==> src/hw/rtl/bounded_double_ended_queue_unit_macros.svh <==
// Assertion macros for the double-ended queue unit.
// Included by the RTL files that carry concurrent checks; no other dependencies.
`ifndef BOUNDED_DOUBLE_ENDED_QUEUE_UNIT_MACROS_SVH
`define BOUNDED_DOUBLE_ENDED_QUEUE_UNIT_MACROS_SVH

`ifndef NO_ASSERTIONS
`define BDQ_ASSERT(lbl, prop, msg) \
   lbl: assert property (@(posedge clock) disable iff (reset) prop) else $error(msg);
`define BDQ_ASSERT_ALWAYS(lbl, prop, msg) \
   lbl: assert property (@(posedge clock) prop) else $error(msg);
`else
`define BDQ_ASSERT(lbl, prop, msg)
`define BDQ_ASSERT_ALWAYS(lbl, prop, msg)
`endif

`endif

==> src/hw/rtl/bdq_pkg.sv <==
// Package for the double-ended queue unit: sizes, codes, item types, ring helper.
// No dependencies.
package bdq_pkg;

   localparam int CAPACITY = 64;
   localparam int ADDR_W   = $clog2(CAPACITY);
   localparam int CNT_W    = $clog2(CAPACITY + 1);
   localparam int WORD_W   = 32;
   localparam int OP_W     = 3;
   localparam int POS_W    = 6;
   localparam int STAT_W   = 2;
   localparam int FILL_W   = 7;

   localparam logic [OP_W-1:0] OP_PUSH_BACK  = 3'd0;
   localparam logic [OP_W-1:0] OP_PUSH_FRONT = 3'd1;
   localparam logic [OP_W-1:0] OP_POP_BACK   = 3'd2;
   localparam logic [OP_W-1:0] OP_POP_FRONT  = 3'd3;
   localparam logic [OP_W-1:0] OP_READ       = 3'd4;
   localparam logic [OP_W-1:0] OP_WRITE      = 3'd5;

   localparam logic [STAT_W-1:0] ST_OK     = 2'd0;
   localparam logic [STAT_W-1:0] ST_FULL   = 2'd1;
   localparam logic [STAT_W-1:0] ST_EMPTY  = 2'd2;
   localparam logic [STAT_W-1:0] ST_BEYOND = 2'd3;

   typedef struct packed {
      logic [OP_W-1:0]          operation;
      logic signed [WORD_W-1:0] value;
      logic [POS_W-1:0]         position;
   } req_type;

   typedef struct packed {
      logic [STAT_W-1:0]        status;
      logic signed [WORD_W-1:0] read_data;
      logic [FILL_W-1:0]        fill_count;
   } rsp_type;

   typedef struct packed {
      logic              we;
      logic              re;
      logic [ADDR_W-1:0] addr;
      logic [WORD_W-1:0] wdata;
   } mem_cmd_type;

   typedef struct packed {
      logic              valid;
      logic              rd_hit;
      logic [STAT_W-1:0] status;
      logic [FILL_W-1:0] fill_count;
   } rsp_meta_type;

   function automatic logic [ADDR_W-1:0] ring_slot(input logic [ADDR_W-1:0] base,
                                                   input logic [ADDR_W-1:0] offs);
      logic [ADDR_W:0] sum;
      sum = {1'b0, base} + {1'b0, offs};
      if (sum >= (ADDR_W+1)'(CAPACITY)) begin
         sum = sum - (ADDR_W+1)'(CAPACITY);
      end
      return sum[ADDR_W-1:0];
   endfunction

endpackage

==> src/hw/rtl/bdq_word_ram.sv <==
// Single-port synchronous word memory, registered read data.
// Generic; no package dependencies.
module bdq_word_ram #(
   parameter int DEPTH = 64,
   parameter int WIDTH = 32
) (
   input  logic                     clock,
   input  logic                     we,
   input  logic                     re,
   input  logic [$clog2(DEPTH)-1:0] addr,
   input  logic [WIDTH-1:0]         wdata,
   output logic [WIDTH-1:0]         rdata
);

   logic [WIDTH-1:0] store_mem [DEPTH];
   logic [WIDTH-1:0] rdata_ff;

   always_ff @(posedge clock) begin
      if (we) begin
         store_mem[addr] <= wdata;
      end
      if (re) begin
         rdata_ff <= store_mem[addr];
      end
   end

   assign rdata = rdata_ff;

endmodule

==> src/hw/rtl/bdq_ctrl.sv <==
// Queue control: front pointer and count, operation decode, memory commands.
// Depends on bdq_pkg and the assertion macro header.
`include "bounded_double_ended_queue_unit_macros.svh"

module bdq_ctrl
   import bdq_pkg::*;
(
   input  logic         clock,
   input  logic         reset,
   input  logic         accept,
   input  req_type      req,
   output mem_cmd_type  mem_cmd,
   output rsp_meta_type meta
);

   logic [ADDR_W-1:0] front_ff, front_in;
   logic [CNT_W-1:0]  count_ff, count_in;
   rsp_meta_type      meta_ff, meta_in;

   logic              is_full;
   logic              is_empty;
   logic              pos_beyond;
   logic [ADDR_W-1:0] front_dec;
   logic [ADDR_W-1:0] front_inc;

   assign is_full    = (count_ff == CNT_W'(CAPACITY));
   assign is_empty   = (count_ff == '0);
   assign pos_beyond = ((CNT_W+POS_W)'(req.position) >= (CNT_W+POS_W)'(count_ff));
   assign front_dec  = (front_ff == '0) ? ADDR_W'(CAPACITY - 1) : front_ff - 1'b1;
   assign front_inc  = (front_ff == ADDR_W'(CAPACITY - 1)) ? '0 : front_ff + 1'b1;

   always_comb begin
      front_in       = front_ff;
      count_in       = count_ff;
      mem_cmd.we     = 1'b0;
      mem_cmd.re     = 1'b0;
      mem_cmd.addr   = ring_slot(front_ff, ADDR_W'(req.position));
      mem_cmd.wdata  = req.value;
      meta_in.valid  = accept;
      meta_in.rd_hit = 1'b0;
      meta_in.status = ST_OK;
      if (accept) begin
         case (req.operation)
            OP_PUSH_BACK: begin
               if (is_full) begin
                  meta_in.status = ST_FULL;
               end else begin
                  mem_cmd.we   = 1'b1;
                  mem_cmd.addr = ring_slot(front_ff, ADDR_W'(count_ff));
                  count_in     = count_ff + 1'b1;
               end
            end
            OP_PUSH_FRONT: begin
               if (is_full) begin
                  meta_in.status = ST_FULL;
               end else begin
                  mem_cmd.we   = 1'b1;
                  mem_cmd.addr = front_dec;
                  front_in     = front_dec;
                  count_in     = count_ff + 1'b1;
               end
            end
            OP_POP_BACK: begin
               if (is_empty) begin
                  meta_in.status = ST_EMPTY;
               end else begin
                  count_in = count_ff - 1'b1;
               end
            end
            OP_POP_FRONT: begin
               if (is_empty) begin
                  meta_in.status = ST_EMPTY;
               end else begin
                  front_in = front_inc;
                  count_in = count_ff - 1'b1;
               end
            end
            OP_READ: begin
               if (pos_beyond) begin
                  meta_in.status = ST_BEYOND;
               end else begin
                  mem_cmd.re     = 1'b1;
                  meta_in.rd_hit = 1'b1;
               end
            end
            OP_WRITE: begin
               if (pos_beyond) begin
                  meta_in.status = ST_BEYOND;
               end else begin
                  mem_cmd.we = 1'b1;
               end
            end
            default: begin
            end
         endcase
      end
      meta_in.fill_count = FILL_W'(count_in);
   end

   always_ff @(posedge clock) begin
      if (reset) begin
         front_ff <= '0;
         count_ff <= '0;
         meta_ff  <= '0;
      end else begin
         front_ff <= front_in;
         count_ff <= count_in;
         meta_ff  <= meta_in;
      end
   end

   assign meta = meta_ff;

   `BDQ_ASSERT(a_count_bound, (count_ff <= CNT_W'(CAPACITY)), "count beyond capacity")
   `BDQ_ASSERT_ALWAYS(a_no_rw_clash, !(mem_cmd.we && mem_cmd.re), "read and write together")
   `BDQ_ASSERT(a_strobe_follows, (accept |=> meta_ff.valid), "missing result strobe")
   `BDQ_ASSERT(a_no_spurious, (!accept |=> !meta_ff.valid), "result without item")
   `BDQ_ASSERT(a_push_grows, (accept && !is_full && req.operation == OP_PUSH_BACK |=> count_ff == $past(count_ff) + 1'b1), "push back did not grow")

endmodule

==> src/hw/rtl/bounded_double_ended_queue_unit.sv <==
// Bounded double-ended queue unit, top level. Uses bdq_pkg, bdq_ctrl, bdq_word_ram.
// The result strobe comes in the cycle after the item is accepted.
// Throughput: one item per cycle; busy stays low, the ring pointer and count
// update in the accept cycle and the word memory read data lands with the result strobe.
// Reset clears front pointer, count and the result strobe; the store is not cleared.
module bounded_double_ended_queue_unit
   import bdq_pkg::*;
(
   input  logic    clock,
   input  logic    reset,
   input  logic    start,
   output logic    busy,
   input  req_type req_item,
   output logic    rsp_strobe,
   output rsp_type rsp_item
);

   logic              accept;
   mem_cmd_type       mem_cmd;
   rsp_meta_type      meta;
   logic [WORD_W-1:0] ram_rdata;

   assign busy   = 1'b0;
   assign accept = start && !busy;

   bdq_ctrl u_ctrl (
      .clock   (clock),
      .reset   (reset),
      .accept  (accept),
      .req     (req_item),
      .mem_cmd (mem_cmd),
      .meta    (meta)
   );

   bdq_word_ram #(
      .DEPTH (CAPACITY),
      .WIDTH (WORD_W)
   ) u_ram (
      .clock (clock),
      .we    (mem_cmd.we),
      .re    (mem_cmd.re),
      .addr  (mem_cmd.addr),
      .wdata (mem_cmd.wdata),
      .rdata (ram_rdata)
   );

   assign rsp_strobe          = meta.valid;
   assign rsp_item.status     = meta.status;
   assign rsp_item.read_data  = meta.rd_hit ? ram_rdata : '0;
   assign rsp_item.fill_count = meta.fill_count;

endmodule

==> config.mk <==
export PLATFORM = sky130hd
export DESIGN_NAME = bounded_double_ended_queue_unit
export DESIGN_NICKNAME = d
export VERILOG_FILES = /design/src/hw/rtl/bdq_pkg.sv /design/src/hw/rtl/bdq_word_ram.sv /design/src/hw/rtl/bdq_ctrl.sv /design/src/hw/rtl/bounded_double_ended_queue_unit.sv
export VERILOG_INCLUDE_DIRS = /design/src /design/src/hw/rtl
export SDC_FILE = /design/constraint.sdc
export NUM_CORES = 2
export LEC_CHECK = 0
export BUFFER_PORTS_ARGS = -buffer_cell sky130_fd_sc_hd__buf_2
export CAP_MARGIN = 15
export CORE_ASPECT_RATIO = 1.2
export CORE_MARGIN = 1
export CORE_UTILIZATION = 57
export DETAILED_ROUTE_END_ITERATION = 10
export PLACE_DENSITY_LB_ADDON = 0.15
export SLEW_MARGIN = 20
export SYNTH_ARGS = -nofsm -noshare
export SYNTH_HDL_FRONTEND = slang
export SYNTH_SLANG_ARGS = --single-unit
export TNS_END_PERCENT = 5
==> constraint.sdc <==
create_clock -name clock -period 5.2 [get_ports clock]
set_clock_uncertainty 0.05 [all_clocks]
set_input_delay 0.26 -clock clock [delete_from_list [all_inputs] [get_ports clock]]
set_output_delay 0.26 -clock clock [all_outputs]
set_load 0.02 [all_outputs]
# == Word level (Yosys, flattened, before mapping) ==
# Memories as Yosys holds them, arrays and structs flattened. A register that Yosys moved wholly into a read port is not among the register bits.
# Index checks and enable logic that the tools add are counted.
# word_totals
reg_bits,17
latchBits,0
mem_bits_rw,2048
mem_bits_ro,0
output_inout_bits,43
memories,1
# memory_table
memory,words,word_bits,read_ports,rd_clocked_by_memory_dff,write_ports,line,rtl
u_ram.store_mem,64,32,1,1,1,bdq_word_ram.sv:15,logic [WIDTH-1:0] store_mem [DEPTH];
# classes
add_sub_neg,8
n_mul,0
n_div,0
order_cmp,3
eq_ne,11
n_shift,0
muxes,26
bitwise_logic,1
reduce_logical,11
# op_table
operator,count
2-to-1 mux 6 bit,8
2-to-1 mux 32 bit,1
case mux 6 bit (2 select lines),2
2-to-1 mux 7 bit,3
subtractor 6 x 1 -> 6 bit (second input constant),3
adder 6 x 6 -> 7 bit,2
>= comparator 7 bit (second input constant),2
case mux 7 bit (2 select lines),1
2-to-1 mux 8 bit,1
!= test 2 bit (second input constant),4
AND reduction 4 bit,2
OR reduction 2 bit,4
adder 7 x 1 -> 7 bit (second input constant),1
== test 7 bit (second input constant),1
>= comparator 6 x 7 -> 1 bit,1
logical NOT 7 bit,1
subtractor 7 x 1 -> 7 bit (second input constant),1
adder 6 x 1 -> 6 bit (second input constant),1
== test 3 x 2 -> 1 bit (second input constant),2
== test 3 bit (second input constant),2
== test 6 bit (second input constant),1
logical NOT 6 bit,1
2-to-1 mux 1 bit,6
case mux 2 bit (3 select lines),1
6 further kinds,8

# == Depth between registers and ports, before layout ==
# logic_depth
ltp_word,8
mapped_depth,16
ltp_nobuf,12

# == Modules after synthesis ==
# From an unflattened synthesis, not the netlist that was laid out.
# unflattened
hier_cells,4552
hier_area_um2,81700.9
# by_module_without_submodules
mod,n_inst,cells_per_inst,area_each_um2,seq_area_each_um2
bdq_word_ram,1,4239,79248.5,62459.9
bdq_ctrl,1,276,2185.8,340.3
bounded_double_ended_queue_unit,1,37,266.5,0.0

# == Least setup slack after synthesis ==
# OpenSTA, ideal clock, no wires.
# synth_timing
kind,reg-to-reg
start,register u_ctrl.front_ff[0]
end,memory u_ram.store_mem[14][0] (enable)
arrival_ns,4.609
slack_ns,0.119
stages_incl_launch_ff,12
n_path_buf,4
period_less_slack_ns,5.081
path_cell_list,dfxtp_1 > ha_1 > buf_2 > or4b_2 > o22a_1 > o31a_1 > nor4_4 > buf_2 > buf_2 > buf_1 > o21ai_1 > nor2_1
# synth_between
elab_chain_cells,6
word_cells_on_any_way,15
# synth_rtl
element,line,rtl
from (decl),bdq_ctrl.sv:16,"logic [ADDR_W-1:0] front_ff, front_in;"
from (signal assigned),bdq_ctrl.sv:106,front_ff <= front_in;
adder 6 x 6 -> 7 bit,bdq_pkg.sv:55,"sum = {1'b0, base} + {1'b0, offs};"
subtractor 6 x 1 -> 6 bit or >= comparator 7 bit (tied branches),"bdq_pkg.sv:57, bdq_pkg.sv:56",
2-to-1 mux 6 bit,bdq_pkg.sv:56,if (sum >= (ADDR_W+1)'(CAPACITY)) begin
2-to-1 mux 6 bit (on tied branches),"bdq_ctrl.sv:54, bdq_ctrl.sv:45",
case mux 6 bit (2 select lines),bdq_ctrl.sv:43,case (req.operation)
2-to-1 mux 8 bit (*),bdq_ctrl.sv:42,if (accept) begin
to (decl),bdq_word_ram.sv:15,
# Every way passes the cells marked *; elsewhere a longest branch is shown, timed or not.

# == Worst setup path after layout ==
# layout_timing
start,register u_ctrl.front_ff[1]
end,"register u_ram.rdata_ff[19], in the netlist u_ram.rdata[19], read port of u_ram.store_mem, data pin"
# layout_between
elab_chain_cells,6
word_cells_on_any_way,15
# layout_rtl
element,line,rtl
adder 6 x 6 -> 7 bit,bdq_pkg.sv:55,
subtractor 6 x 1 -> 6 bit or >= comparator 7 bit (tied branches),"bdq_pkg.sv:57, bdq_pkg.sv:56",
2-to-1 mux 6 bit,bdq_pkg.sv:56,
2-to-1 mux 6 bit (on tied branches),"bdq_ctrl.sv:54, bdq_ctrl.sv:45",
case mux 6 bit (2 select lines),bdq_ctrl.sv:43,
2-to-1 mux 8 bit (*),bdq_ctrl.sv:42,
to (decl),bdq_word_ram.sv:16,logic [WIDTH-1:0] rdata_ff;
# Marks and branches as above.
# A chain may end at the register's enable or synchronous reset.

==> out/summary.txt <==
power per cell area: 410 nW/um^2
DRC viols: 2
First-pass DRT Iterations: 11
# hold bufs at CTS: 11
gr usage total: 37.5%
TNS Setup: 0 ps
vias post-DR: 50618
syn nets: 4789
Starting Density: 57.4%
Int Pwr: 27.9 mW
WL met2: 123000 um
Min-Delay Startpoint: req_item[30]
reg2reg path depth: 11
vias in the first global route: 47595
NumNets Final: 5096
Met3 Wirelength: 35200 um
top layer in use: met5
P_leak: 29.5 nW
final instance area: 91800 um^2
Final Wtd Congestion: 0.893
fin. max-slew vios: 0
kind of critical path: register to register
P&R area growth vs syn: 15.0%
port bufs: 85
Seq pwr share: 49.7%
global-route wire length before repair: 365000 um
largest net degree at the start of global routing: 65
Final min period: 4960 ps
Tightest Hold Check Type: input port to register
top achievable clock speed: 202 MHz
Max clock buf depth: 3
CTS tree: built
drt wl/cell: 37.9 um
die area: 142000 um^2
status: finished with violations
Mapped Area: 79800 um^2
Hold EP: u_ram.store_mem[34][24]
clock share of power: 37.1%
Worst R2R Start: u_ctrl.front_ff[1]
IO Pins: 87
wl on met1: 91800 um
initial antenna violation count: 7
final count of hold timing violations: 0
setup violators final: 0
routed wire length: 266000 um
Yosys reg bits: 2097
EDFF count, synth: 2080
maximum VDD drop: 0.361 mV
Psw: 9.80 mW
RR Endpoint: u_ram.rdata[19]
# resized after CTS: 0
worst hold path stage count: 2
share of layout cells above drive strength 1: 16.9%
RSZ-0062 raised after global routing: false
Distinct cells, synth: 87
DRT antenna net count: 0
Die Wd: 344 um
clock tree sinks: 2097
CP Capture Type: register
switching share of power: 26.0%
clock slew at reported path FFs: 60 ps
combinational power share: 13.2%
Critical Path RT: 5750 ps
vias per cell: 7.22
clk_lat worst skew: 860 ps
Congestion Overflow GR: 0
reg2reg setup slack: 240 ps
Worst-Margin Slew: 1130 ps
1st-iter DRT viols: 8592
failing checks: DRC
Post-CTS Repair Setup Buffers: 0
die height: 412 um
H-tree Lvls: 4
row count: 150
element type at the critical path start: register
syn_area_per_cell: 16.9 um^2
area post-placement: 85300 um^2
arrival time worst endpoint: 5510 ps
Gate Count Post-Synth: 4718
Root Driver: clkbuf_16
final worst path period share: 95.3%
MaxCap Viol Count: 0
slew margin rel.: 24.6%
Yosys warning count: 0
TritonCTS buffer count: 195
prevailing post-synth register cell: edfxtp_1
Core Area: 139000 um^2
Seq/Total Area, Yosys: 78.7%
HPWL Detailed: 152000 um
critical path fanouts, max: 27
Async SR Flop Fraction: 0%
cell families (layout without fill, tap and decap cells):
kind of cell / count (synthesis) / in the layout / synth area share [%]
flip-flops: 2097 / 2097 / 78.7
AO/OA/AOI/OAI: 1329 / 1329 / 12.3
AND/OR/NAND/NOR: 730 / 730 / 4.14
buffers and inverters: 338 / 803 / 1.93
multiplexers: 179 / 179 / 2.37
adder cells (fa/ha/maj): 27 / 27 / 0.451
XOR/XNOR: 17 / 17 / 0.186
other: 1 / 5 / 0.00470
area by class of cell:
class | count | area [um^2]
clock buffers | 235 | 5050
clock inverters | 120 | 1110
fillers | 9351 | 47300
inverters | 16 | 60.1
flip-flops and latches | 2097 | 62800
multi-input cells | 2283 | 16300
well taps | 1824 | 2280
diodes | 4 | 10.0
repair buffers | 432 | 4220
state kept, by name (all words and copies together) (netlist names):
signal and flops:
u_ctrl.count_ff 7, u_ram.rdata 32, u_ram.store_mem 2048, u_ctrl.front_ff 6, u_ctrl.meta 4
synthesized netlist by cell type, types with 44 or more instances:
cell,instances,area share [%]
nor2_1,108,0.51
a222oi_1,44,0.55
a221o_1,61,0.76
mux2i_1,110,1.4
o211ai_1,68,0.64
clkbuf_1,124,0.58
buf_2,136,0.85
o21ai_0,120,0.75
a21oi_1,264,1.7
edfxtp_1,2080,78
nand2_1,376,1.8
a22oi_1,226,2.1
a221oi_1,194,2.1
nand3_1,78,0.49
a22o_1,89,0.98
nand4_1,55,0.43
mux2_2,68,0.96
worst max-delay path, stage by stage (launching register included):
cell and delay, ps:
dfxtp_1 440, inv_1 180, ha_1 180, or4b_4 510
o211a_4 290, o21ai_2 520, nand2_4 510, a221oi_1 440
nor2_1 80, a2111oi_0 700, a311oi_1 210, or4_1 560
metrics by stage:
| stage | worst slack [ps] | hold WS (ps) | std cells | power (mW) | utilization [%] |
|---|---|---|---|---|---|
| finish | 242 | 39.0 | 7011 | 37.7 | 66.0 |
| global route | 96.7 | 34.4 | 7007 | 38.4 | 66.0 |
| CTS | 362 | 9.69 | 6991 | 37.5 | 65.8 |
| detailed placement | 429 | 461 | 6625 | 23.8 | 61.3 |
| global placement | 413 | 463 | 6625 | 23.8 | 61.3 |
| floorplan | 119 | 283 | 4718 | 21.5 | - |
layer usage:
metal | vias to the layer above | track usage, %
met2 | 4160 | 58.2
li1 | 19976 | -
met3 | 745 | 8.73
met1 | 25729 | 49.8
met5 | - | 0
met4 | 8 | 19.5
power by group through the flow:
stage / registers (mW) / clock network, mW / logic [mW]
after floorplan: 19.1 / 0 / 2.39
final: 18.7 / 14.0 / 4.96
after detailed placement: 19.1 / 0 / 4.76
after global routing: 18.7 / 14.6 / 5.05
after global placement: 19.1 / 0 / 4.71
after CTS: 18.7 / 14.0 / 4.78
worst max path at each step:
| stage | from | cells past startpoint | slack [ps] | end |
|---|---|---|---|---|
| detailed placement | u_ctrl.front_ff[1] | 12 | 430 | u_ram.rdata[26] |
| global placement | u_ctrl.front_ff[1] | 12 | 410 | u_ram.rdata[26] |
| global route | u_ctrl.front_ff[1] | 11 | 100 | u_ram.rdata[19] |
| CTS | u_ctrl.front_ff[1] | 13 | 360 | u_ram.rdata[16] |
| floorplan | u_ctrl.front_ff[0] | 11 | 120 | u_ram.store_mem[14][0] |
| finish | u_ctrl.front_ff[1] | 11 | 240 | u_ram.rdata[19] |
placed cells by master, fill, tap and decap left out, types with 14 or more instances in the layout:
master / netlist / final
edfxtp_1: 2080 / 2080
clkinv_2: 0 / 46
nand4_1: 55 / 55
buf_4: 20 / 248
nor2_4: 1 / 69
and3_1: 25 / 25
a31oi_1: 41 / 41
a21o_1: 16 / 15
inv_1: 16 / 16
a211oi_1: 31 / 29
a21oi_1: 264 / 263
o21ai_0: 120 / 120
and2_1: 35 / 35
a222oi_1: 44 / 44
buf_12: 0 / 84
a22o_1: 89 / 88
nand2_1: 376 / 374
clkbuf_1: 124 / 39
o22ai_1: 26 / 25
mux2_2: 68 / 68
a32oi_1: 15 / 14
bufinv_16: 0 / 15
a221oi_1: 194 / 194
mux2i_1: 110 / 110
o211ai_1: 68 / 68
nor2_1: 108 / 40
clkinv_1: 0 / 39
dfxtp_1: 17 / 16
ha_1: 24 / 24
dlygate4sd3_1: 0 / 23
nand3_1: 78 / 77
clkbuf_16: 0 / 196
buf_2: 136 / 73
a22oi_1: 226 / 225
a221o_1: 61 / 61
Power figures use the tool's default switching activity.
